--- src/sv/fragment_frame_reassembler_macros.svh ---
// Assertion macros shared by the reassembler modules.
`ifndef FRAGMENT_FRAME_REASSEMBLER_MACROS_SVH
`define FRAGMENT_FRAME_REASSEMBLER_MACROS_SVH

// Same-cycle implication, checked on every rising edge outside reset.
`define FFR_ASSERT_NOW(name, pre, post) \
  name: assert property (@(posedge clk) disable iff (rst) (pre) |-> (post)) \
    else $error("reassembler check failed");

// Next-cycle implication, checked on every rising edge outside reset.
`define FFR_ASSERT_NEXT(name, pre, post) \
  name: assert property (@(posedge clk) disable iff (rst) (pre) |=> (post)) \
    else $error("reassembler check failed");

`endif

--- src/sv/ffr_pkg.sv ---
// Shared constants, codes and controller/datapath interface types.
package ffr_pkg;

  localparam int MAX_PENDING  = 4;
  localparam int MAX_ENTITIES = 64;
  localparam int ENTITY_BITS  = 64;
  localparam int NSLOTS       = MAX_PENDING + 1;
  localparam int SLOT_W       = $clog2(NSLOTS);
  localparam int IDX_W        = 6;
  localparam int ADDR_W       = $clog2(NSLOTS * MAX_ENTITIES);
  localparam int IN_DATA_W    = 136;
  localparam int OUT_DATA_W   = 112;

  localparam logic [1:0] STAT_PENDING      = 2'd0;
  localparam logic [1:0] STAT_STALE        = 2'd1;
  localparam logic [1:0] STAT_INCONSISTENT = 2'd2;
  localparam logic [1:0] STAT_COMPLETED    = 2'd3;

  typedef struct packed {
    logic take;    // latch the accepted item
    logic hdr;     // set up the batch from its first item
    logic ent;     // store the item's entity
    logic finish;  // decide the batch result
    logic rd;      // read one stored entity
    logic emit;    // present one stored entity
  } cmd_t;

  typedef struct packed {
    logic batch_open;
    logic item_end;
    logic emit_many;
    logic out_free;
    logic em_last;
  } sts_t;

endpackage

--- src/sv/ffr_ctrl.sv ---
// Controller state machine sequencing header, entity, result and emission steps.
module ffr_ctrl (
  input  logic           clk,
  input  logic           rst,
  input  logic           s_tvalid,
  output logic           s_tready,
  input  ffr_pkg::sts_t  sts,
  output ffr_pkg::cmd_t  cmd
);

  typedef enum logic [5:0] {
    ST_IN   = 6'b000001,
    ST_HDR  = 6'b000010,
    ST_ENT  = 6'b000100,
    ST_FIN  = 6'b001000,
    ST_RD   = 6'b010000,
    ST_EMIT = 6'b100000
  } state_t;

  state_t state, state_next;

  always_ff @(posedge clk) begin
    if (rst) begin
      state <= ST_IN;
    end else begin
      state <= state_next;
    end
  end

  always_comb begin
    state_next = state;
    cmd        = '0;
    s_tready   = 1'b0;
    case (state)
      ST_IN: begin
        s_tready = 1'b1;
        if (s_tvalid) begin
          cmd.take   = 1'b1;
          state_next = sts.batch_open ? ST_ENT : ST_HDR;
        end
      end
      ST_HDR: begin
        cmd.hdr    = 1'b1;
        state_next = ST_ENT;
      end
      ST_ENT: begin
        cmd.ent    = 1'b1;
        state_next = sts.item_end ? ST_FIN : ST_IN;
      end
      ST_FIN: begin
        if (sts.out_free) begin
          cmd.finish = 1'b1;
          state_next = sts.emit_many ? ST_RD : ST_IN;
        end
      end
      ST_RD: begin
        cmd.rd     = 1'b1;
        state_next = ST_EMIT;
      end
      ST_EMIT: begin
        if (sts.out_free) begin
          cmd.emit   = 1'b1;
          state_next = sts.em_last ? ST_IN : ST_RD;
        end
      end
      default: begin
        state_next = ST_IN;
      end
    endcase
  end

endmodule

--- config.mk ---
export PLATFORM = sky130hd
export DESIGN_NAME = ffr_ctrl
export DESIGN_NICKNAME = d
export VERILOG_FILES = /design/src/sv/fragment_frame_reassembler_macros.svh /design/src/sv/ffr_pkg.sv /design/src/sv/ffr_ctrl.sv
export SDC_FILE = /design/constraint.sdc
export NUM_CORES = 1
export LEC_CHECK = 0
export BUFFER_PORTS_ARGS = -buffer_cell sky130_fd_sc_hd__buf_2
export CORE_AREA = 2 2 39 41
export DETAILED_ROUTE_END_ITERATION = 16
export DIE_AREA = 0 0 41 43
export PLACE_DENSITY = 0.64
export SKIP_CTS_REPAIR_TIMING = 1
export SLEW_MARGIN = 5
export SYNTH_ARGS = -nofsm -noshare
export SYNTH_HDL_FRONTEND = slang
export SYNTH_SLANG_ARGS = --single-unit
--- constraint.sdc ---
create_clock -name clk -period 2.95 [get_ports clk]
set_input_delay 0 -clock clk [delete_from_list [all_inputs] [get_ports clk]]
set_output_delay 0 -clock clk [all_outputs]
set_load 0.005 [all_outputs]
After elaboration in Yosys (flattened, before gate mapping). Index checks and enable logic that the tools add are counted.

Add/subtract/negate cells: 0. $mul: 0. Divide/modulo/power cells: 0. Order comparisons: 0. Eq/ne operators: 9. Shift-type cells: 0. Multiplexer cells: 17. Bitwise logic cells: 0. Reductions and logical operators: 1.

Operators with widths (number): $pmux 6 s6 (1); $mux 6 (3); $mux 5 (2); $mux 1 (9); $eq 6x1->1 const B (1); $eq 6x2->1 const B (1); $eq 6x3->1 const B (1); $eq 6x4->1 const B (1); $eq 6x5->1 const B (1); $eq 6x6->1 const B (1); $ne 2x2->1 const B (3); $mux 4 (1); $mux 3 (1); $reduce_and 3->1 (1).

Flip-flop bits (word level): 6. Latch bits: 0. Bits in writable memories: 0. ROM bits: 0. Logic and storage cells: 28. Memories: 0.

Logic depth before layout (Yosys ltp). Gate-level depths: netlist of the first run.

Depth in word-level cells: 3. Gate-level depth with buffers: 5. Depth with buffers taken out: 4.

Least setup slack after synthesis of the first run. OpenSTA, ideal clock, no wires.

Path type: reg-to-reg. Start point: register state[5]. End point: register state[1]. Setup time: 0.072 ns. Arrival: 1.470 ns. Data required time: 2.878 ns. Slack: 1.407 ns. Stages on the path, launching flop included: 6. Path through: dfxtp_1 > buf_6 > or4_4 > nor3b_4 > and2_4 > nor3b_2.

Word-level cells in the longest chain between the ends: 3.

RTL lines: from (decl) (line ffr_ctrl.sv:20) `state_t state, state_next;`; from (signal assigned) (line ffr_ctrl.sv:26) `state <= state_next;`; $eq 6x4->1, or another cell as far along (line ffr_ctrl.sv:34) `case (state)`; $ne 2x2->1 (no source line); $reduce_and 3->1 (no source line).

Parallel ways exist; a longest one is shown, timed or not. A chain may end at the register's enable or synchronous reset.

Final worst setup path of the first run. Ends and elaborated chain as after synthesis.

==> impl_metrics.csv, run 1 <==
group,metric,value,unit
clocking,clk_latency,0.24,ns
critical_path,crit_required,3.14,ns
synthesis,synth_nets,58,
critical_path,crit_slowest_cell,"or4_4",
critical_path,setup.worst_path.class,"flop to flop",
hold_path,holdPathStages,2,
critical_path,start_kind,"flop",
critical_path,cp.buffers_inverters,1,
floorplanning,fp.dieW,41,um
final_layout,stdcell_area,539,sq um
synthesis,synthTopCellsByArea,"dfxtp_1, nor2_1, or4_4, nor3b_4, nor4b_2",
sta,slew_viol_final,0,
final_layout,largestRegisters,"state: 6 flops",
hold_path,hold_path_class,"input port to flop",
critical_path,worstPathCellList,"or4_4 -> nor3b_4 -> and2_4 -> nor3b_2 -> dlygate4sd3_1",
power_and_ir_drop,cellPowerDensity,447,nW/um^2
sta,rsz0062_at_grt,"no",
power_and_ir_drop,total_power,0.241,mW
critical_path,r2r-start,"state[5]",
detailed_routing,wl_per_cell,11.3,um
critical_path,r2r_cells,5,
synthesis,synth_top_area_share,28.1,%
placed_design,place.detailed.hpwl,721,um
final_layout,final_util,39.0,%
placed_design,port_buffers,14,
final_layout,regMostFlops,"state",
sta,setup_viol,0,
synthesis,ys_seq_area_share,28.1,%
critical_path,cp.depth,5,
critical_path,critPathMaxFanout,9,
final_layout,finalNonFillerCells,82,
critical_path,worst_path_largest_cell_delay,0.61,ns
final_layout,layout.area.seq,120,sq um
synthesis,yosysWarnings,0,
critical_path,rrSetupSlack,0.86,ns
synthesis,postSynthCellCount,50,
final_layout,antenna_cells,0,
synthesis,netlist_area,428,sq um
synthesis,yosysTopAreaCell,"dfxtp_1",
hold_path,whs_endpoint,"state[3]",
sta,fin_ws,0.859,ns
clocking,cts_tree,"built",
global_routing,grt_usage,12.2,%
flow_run,max_cap_violations,0,
final_layout,largest_reg_flops,6,
floorplanning,core_area,1380,sq um
placed_design,dpl-instance-area,497,sq um
global_routing,grt_pass1_wl,1460,um
power_and_ir_drop,vdd_drop_max,222,uV
clocking,clock_sinks,6,
placed_design,placedCellCount,77,
hold_path,hold_start,"rst",
sta,fin_hold_ws,0.00719,ns
synthesis,ys_types,30,
final_layout,area_growth,26.0,%
detailed_routing,ant_nets,0,
detailed_routing,first_pass_iters,4,
critical_path,r2r-end,"state[1]",
detailed_routing,num_vias,413,
final_layout,final_cell_mix,"buf_2, nor2_1, dfxtp_1",
detailed_routing,remaining_drc_errors,0,
global_routing,grt_start_max_net_pins,10,
clocking,cts.path.max_buffers,2,
floorplanning,die_area,1760,sq um
floorplanning,rows,14,
sta,clock.fmax,478,MHz
critical_path,cp_top_family,"simple AND/OR/NAND/NOR gates",
sta,finClkSkew,0.000647,ns
sta,fin_crit_sh,70.9,%
global_routing,grt_pass1_vias,348,
global_routing,grt_overflow,0,
sta,tns,0,ns
final_layout,final_nets,76,
final_layout,final_common_cell,"buf_2",
sta,tightestPinTransition,0.484,ns
clocking,clkSlewWorstSetupHoldPaths,0.05,ns
sta,hold_violations,0,
placed_design,pre_cts_ws,1.39,ns
global_routing,antenna_found_initial,0,
floorplanning,num_io_pins,15,
clocking,clockRootBuffer,"clkbuf_4",
detailed_routing,dr.first_iter.drc_count,10,
synthesis,synth-seq-cells,6,
critical_path,crit_arrival,2.28,ns
floorplanning,die_y,43,um
run_status,status,"finished clean",
final_layout,multi_input_area,275,sq um
clocking,cts_buffers,3,
clocking,cts.htree.levels,1,
placed_design,place.gp.congestion,0.807,
detailed_routing,vias_per_cell,5.04,
final_layout,drive_gt1_share,36.4,%
detailed_routing,drt_wl_total,928,um
floorplanning,initial_core_util,30.9,%
sta,maxSlewHeadroom,67.3,%
critical_path,crit_path_end_kind,"flop",
synthesis,syn_avg_cell_area,8.56,sq um
sta,finalCriticalPeriod,2.09,ns
final_layout,nFillCells,141,
power_and_ir_drop,p_leak,0.243,nW
[logic make-up after synthesis]
group	synth area share, %
simple gates	44.2
xor+xnor	4.09
compound gates	16.1
flops	28.1
buf+inv	7.60
[worst reg2reg max path, stage by stage, from the launching register on]
cell	delay, ns
dfxtp_1	0.38
or4_4	0.61
nor3b_4	0.20
and2_4	0.16
nor3b_2	0.14
dlygate4sd3_1	0.55
[report_power, final]
group | leakage, nW | switching (mW) | internal [mW]
Clock | 0.0138 | 0.0293 | 0.0460
Sequential | 0.0489 | 0.0108 | 0.0863
Combinational | 0.180 | 0.0276 | 0.0411
Total | 0.243 | 0.0676 | 0.173
[cell usage after synthesis (all sizes together)]
cell	instances
nor2	8
dfxtp	6
buf	3
inv	3
nor3b	3
a21oi	2
and2	2
and3	2
nand2b	2
nor4b	2
o21ai	2
or4	2
a211oi	1
a22oi	1
a2bb2oi	1
a311oi	1
a32oi	1
and4	1
nand3b	1
nor3	1
o211ai	1
or2	1
or3	1
xnor2	1
xor2	1
[per-layer routing]
metal	track usage, %	wire length (um)	vias to the layer above
met5	0	0	-
met4	6.00	0	0
met3	4.71	44	0
met2	14.7	383	10
met1	18.2	500	187
li1	-	-	216
[worst max path at each step]
stage,to,from,slack (ns)
global route,state[1],state[5],0.77
CTS,cmd[5],state[5],1.25
finish,state[1],state[5],0.86
global placement,state[1],state[5],1.41
floorplan,state[1],state[5],1.41
detailed placement,state[2],state[5],1.39
[layout make-up]
type                       instances  share of cell area, %
multi-input combinational         38                   51.0
clock buffer                       3                   4.18
inverter                           3                   2.09
timing repair buffer              16                   16.7
tap                               16                   3.71
sequential                         6                   22.3
(Power assumes the default switching activity.)
==> run 2: changes to the inputs <==
- PLACE_DENSITY: 0.64 -> 0.66
- clock period: 2.95 -> 1.9 ns (I/O delays scaled with it)
==> run 2 against run 1 <==
Global-route usage about the same. Register-to-register slack lost 0.54 ns. Cell count unchanged. Total power rose by 53%. Sequential share of layout area unchanged. Critical path type is now flop to output pin. Largest power group unchanged.
==> impl_metrics.csv, run 2 (synthesized netlist as in run 1, its figures left out) <==
group,metric,value,unit
run_status,status,"finished clean",
critical_path,setup.worst_path.class,"flop to output pin",
sta,tightestPinTransition,0.445,ns
detailed_routing,remaining_drc_errors,0,
critical_path,critPathMaxFanout,9,
power_and_ir_drop,total_power,0.369,mW
sta,rsz0062_at_grt,"no",
floorplanning,core_area,1380,sq um
clocking,clkSlewWorstSetupHoldPaths,0.04,ns
global_routing,antenna_found_initial,0,
final_layout,final_common_cell,"buf_2",
critical_path,crit_path_end_kind,"output pin",
detailed_routing,num_vias,419,
detailed_routing,drt_wl_total,917,um
power_and_ir_drop,p_leak,0.240,nW
clocking,clockRootBuffer,"clkbuf_4",
critical_path,start_kind,"flop",
floorplanning,die_area,1760,sq um
placed_design,port_buffers,14,
critical_path,crit_arrival,1.68,ns
clocking,cts.path.max_buffers,2,
critical_path,r2r-start,"state[5]",
final_layout,final_cell_mix,"buf_2, nor2_1, dfxtp_1",
hold_path,hold_path_class,"input port to flop",
sta,maxSlewHeadroom,69.9,%
final_layout,largest_reg_flops,6,
clocking,cts_buffers,3,
placed_design,place.gp.congestion,0.710,
power_and_ir_drop,cellPowerDensity,685,nW/um^2
critical_path,crit_slowest_cell,"or4_4",
sta,clock.fmax,594,MHz
critical_path,crit_start,"state[5]",
final_layout,drive_gt1_share,36.4,%
critical_path,worstPathCellList,"or4_4 -> nor3b_4 -> and2_4 -> buf_2",
power_and_ir_drop,seqPwrFrac,40.7,%
critical_path,cp.buffers_inverters,1,
critical_path,crit_required,1.90,ns
flow_run,max_cap_violations,0,
critical_path,cp_top_family,"simple AND/OR/NAND/NOR gates",
floorplanning,fp.dieW,41,um
power_and_ir_drop,internal_power,0.269,mW
hold_path,hold_start,"sts[2]",
sta,hold_violations,0,
sta,tns,0,ns
clocking,cts_tree,"built",
global_routing,grt_start_max_net_pins,10,
detailed_routing,dr.first_iter.drc_count,6,
final_layout,final_nets,76,
clocking,cts.htree.levels,1,
floorplanning,die_y,43,um
final_layout,antenna_cells,0,
clocking,clock_sinks,6,
power_and_ir_drop,comb_power_share,28.7,%
detailed_routing,ant_nets,0,
critical_path,worst_path_largest_cell_delay,0.61,ns
sta,slew_viol_final,0,
sta,fin_ws,0.217,ns
power_and_ir_drop,swShare,27.2,%
floorplanning,rows,14,
final_layout,regMostFlops,"state",
global_routing,grt_pass1_wl,1440,um
final_layout,largestRegisters,"state: 6 flops",
placed_design,place.detailed.hpwl,727,um
detailed_routing,wl_per_cell,11.2,um
power_and_ir_drop,p_clk_share,30.6,%
final_layout,area_growth,26.0,%
power_and_ir_drop,vdd_drop_max,388,uV
global_routing,grt_pass1_vias,367,
global_routing,grt_overflow,0,
detailed_routing,vias_per_cell,5.11,
detailed_routing,first_pass_iters,2,
sta,fin_crit_sh,88.6,%
sta,finClkSkew,0.000585,ns
floorplanning,initial_core_util,30.9,%
placed_design,pre_cts_ws,0.331,ns
clocking,clk_latency,0.24,ns
power_and_ir_drop,p_switching,0.100,mW
sta,fin_hold_ws,0.0335,ns
sta,finalCriticalPeriod,1.68,ns
floorplanning,num_io_pins,15,
global_routing,grt_usage,12.2,%
sta,setup_viol,0,
[run 2: cell counts in the layout (fill, tap and decap cells not counted)]
No cell type changed its count.
[run 2: path summary, 6_finish.rpt]
path	slack, ns	cells past startpoint	endpoint
setup / recovery	0.22	4	cmd[5]
hold / removal	0.03	3	state[4]
setup reg to reg	0.32	4	state[2]
hold reg to reg	0.61	2	state[2]
[run 2: area by class of cell]
class                   instances  area [sq um]
fillers                       150           845
well taps                      16          20.0
clock buffers                   3          22.5
repair buffers                 16          90.1
multi-input cells              38           275
inverters                       3          11.3
flip-flops and latches          6           120
[run 2: tightest hold or removal path: cells and delay by family]
family | cells | cell delay (ns)
AOI/OAI and AO/OA | 1 | 0.06
buffers and inverters | 1 | 0.09
and+or+nand+nor | 1 | 0.08
[run 2: metal layers]
| layer | part of all wire [%] | global-route usage [%] | vias up | wire (um) |
|---|---|---|---|---|
| met2 | 48 | 18.4 | 14 | 443 |
| met4 | 0 | 6.00 | 0 | 0 |
| met1 | 46 | 14.2 | 190 | 418 |
| met5 | 0 | 0 | - | 0 |
| li1 | - | - | 215 | - |
| met3 | 5.9 | 4.71 | 0 | 54 |
[run 2: stage by stage]
step                area (sq um)  std cells  utilization, %
global placement             497         77            35.9
finish                       539         82            39.0
floorplan                    428         50               -
CTS                          519         80            37.5
detailed placement           497         77            35.9
global route                 539         82            39.0
[run 2: power by group through the flow]
stage / sequential [mW] / clock, mW / combinational, mW
2_1_floorplan: 0.140 / 0 / 0.0872
3_3_place_gp: 0.153 / 0 / 0.102
3_5_place_dp: 0.153 / 0 / 0.103
4_1_cts: 0.151 / 0.118 / 0.104
5_1_grt: 0.152 / 0.125 / 0.117
6_report: 0.150 / 0.113 / 0.106
==> run 3: changes to the inputs <==
- SETUP_SLACK_MARGIN: default -> 0.3
==> run 3 against run 2 <==
Clock power about the same. Core utilization rose by 2.3 points. Global-route usage unchanged. Sequential cell count unchanged. Wire length up 1.9%. Register-to-register slack better by 0.06 ns. Via count grew 3.6%. Cell count is 1.2% higher. Design area is 5.8% higher. Critical path depth unchanged. Total power grew 1.5%. Critical path type unchanged. Largest cell class unchanged. Largest power group unchanged.
==> impl_metrics.csv, run 3 (synthesized netlist as in run 1, its figures left out) <==
group,metric,value,unit
run_status,status,"finished clean",
floorplanning,num_io_pins,15,
clocking,clk_latency,0.24,ns
final_layout,largestRegisters,"state: 6 flops",
detailed_routing,remaining_drc_errors,0,
sta,finClkSkew,0.000766,ns
detailed_routing,dr.first_iter.drc_count,9,
clocking,cts_tree,"built",
clocking,cts.htree.levels,1,
detailed_routing,wl_per_cell,11.3,um
final_layout,final_common_cell,"buf_2",
hold_path,hold_path_class,"input port to flop",
global_routing,grt_usage,12.2,%
final_layout,final_cell_mix,"buf_2, nor2_1, inv_1, clkbuf_4, dfxtp_1",
critical_path,critPathMaxFanout,5,
power_and_ir_drop,p_switching,0.102,mW
power_and_ir_drop,internal_power,0.273,mW
sta,setup_viol,0,
clocking,cts.path.max_buffers,2,
final_layout,final_nets,77,
sta,clock.fmax,615,MHz
final_layout,layout.area.seq,126,sq um
flow_run,max_cap_violations,0,
detailed_routing,num_vias,434,
power_and_ir_drop,p_clk_share,30.0,%
detailed_routing,first_pass_iters,4,
global_routing,grt_pass1_vias,367,
sta,maxSlewHeadroom,75.5,%
sta,fin_crit_sh,85.6,%
placed_design,port_buffers,14,
power_and_ir_drop,cellPowerDensity,657,nW/um^2
power_and_ir_drop,seqPwrFrac,40.0,%
sta,slew_viol_final,0,
final_layout,area_growth,33.3,%
critical_path,start_kind,"flop",
critical_path,crit_arrival,1.63,ns
critical_path,crit_required,1.90,ns
clocking,clockRootBuffer,"clkbuf_4",
floorplanning,die_area,1760,sq um
sta,rsz0062_at_grt,"yes",
final_layout,drive_gt1_share,44.8,%
final_layout,antenna_cells,0,
global_routing,grt_start_max_net_pins,10,
power_and_ir_drop,swShare,27.2,%
clocking,cts_buffers,3,
critical_path,crit_path_end_kind,"output pin",
final_layout,finalNonFillerCells,83,
clocking,clock_sinks,6,
floorplanning,rows,14,
floorplanning,initial_core_util,30.9,%
detailed_routing,ant_nets,0,
placed_design,place.detailed.hpwl,727,um
critical_path,worst_path_largest_cell_delay,0.58,ns
critical_path,setup.worst_path.class,"flop to output pin",
global_routing,antenna_found_initial,0,
power_and_ir_drop,p_leak,0.251,nW
final_layout,final_util,41.2,%
detailed_routing,vias_per_cell,5.23,
power_and_ir_drop,vdd_drop_max,388,uV
clocking,clkSlewWorstSetupHoldPaths,0.04,ns
sta,tns,0,ns
power_and_ir_drop,comb_power_share,30.0,%
detailed_routing,drt_wl_total,934,um
sta,finalCriticalPeriod,1.63,ns
final_layout,multi_input_area,287,sq um
placed_design,placedCellCount,77,
global_routing,grt_overflow,0,
critical_path,worstPathCellList,"or4_4 -> nor3b_4 -> and2_4 -> buf_6",
critical_path,crit_slowest_cell,"or4_4",
final_layout,nFillCells,150,
sta,fin_hold_ws,0.0303,ns
sta,tightestPinTransition,0.367,ns
final_layout,largest_reg_flops,6,
final_layout,regMostFlops,"state",
placed_design,place.gp.congestion,0.710,
floorplanning,die_y,43,um
global_routing,grt_pass1_wl,1440,um
floorplanning,fp.dieW,41,um
floorplanning,core_area,1380,sq um
sta,hold_violations,0,
[run 3: cell types whose count changed in the layout (fill, tap and decap cells not counted), sizes merged]
cell  before  now
buf       14   15
[run 3: per-layer routing]
metal / global-route usage (%) / wire length, um / up-vias
met5: 0 / 0 / -
met4: 6.00 / 0 / 0
met3: 4.71 / 55 / 0
met2: 18.4 / 461 / 14
met1: 14.2 / 417 / 202
li1: - / - / 218
[run 3: area by class of cell]
class | instances | area share, %
multi-input cells | 38 | 50.2
repair buffers | 17 | 18.2
flip-flops and latches | 6 | 22.1
inverters | 3 | 1.97
well taps | 16 | 3.51
clock buffers | 3 | 3.95
[run 3: stage by stage]
stage | cell area [sq um] | power, mW | setup slack [ns]
after detailed placement | 497 | 0.256 | 0.331
after global routing | 571 | 0.401 | 0.211
after CTS | 519 | 0.373 | 0.206
after global placement | 497 | 0.255 | 0.356
after floorplan | 428 | 0.227 | 0.357
final | 571 | 0.375 | 0.273
[run 3: path summary, 6_finish.rpt]
kind             from        to  slack (ns)  cells after the start
max          state[4]    cmd[5]        0.27                      4
min            sts[2]  state[4]        0.03                      3
max reg2reg  state[4]  state[2]        0.38                      4
min reg2reg  state[5]  state[5]        0.60                      2
[run 3: power by group through the flow]
stage               registers [mW]  logic, mW  clock network (mW)
floorplan                    0.140     0.0872                   0
global placement             0.153      0.102                   0
detailed placement           0.153      0.103                   0
CTS                          0.151      0.104               0.118
global route                 0.152      0.125               0.124
finish                       0.150      0.112               0.112
[run 3: worst max-delay path: cells and delay by family (launching register included)]
| family | cells | cell delay, ns |
|---|---|---|
| and+or+nand+nor | 3 | 0.96 |
| DFF | 1 | 0.34 |
| buffers and inverters | 1 | 0.09 |
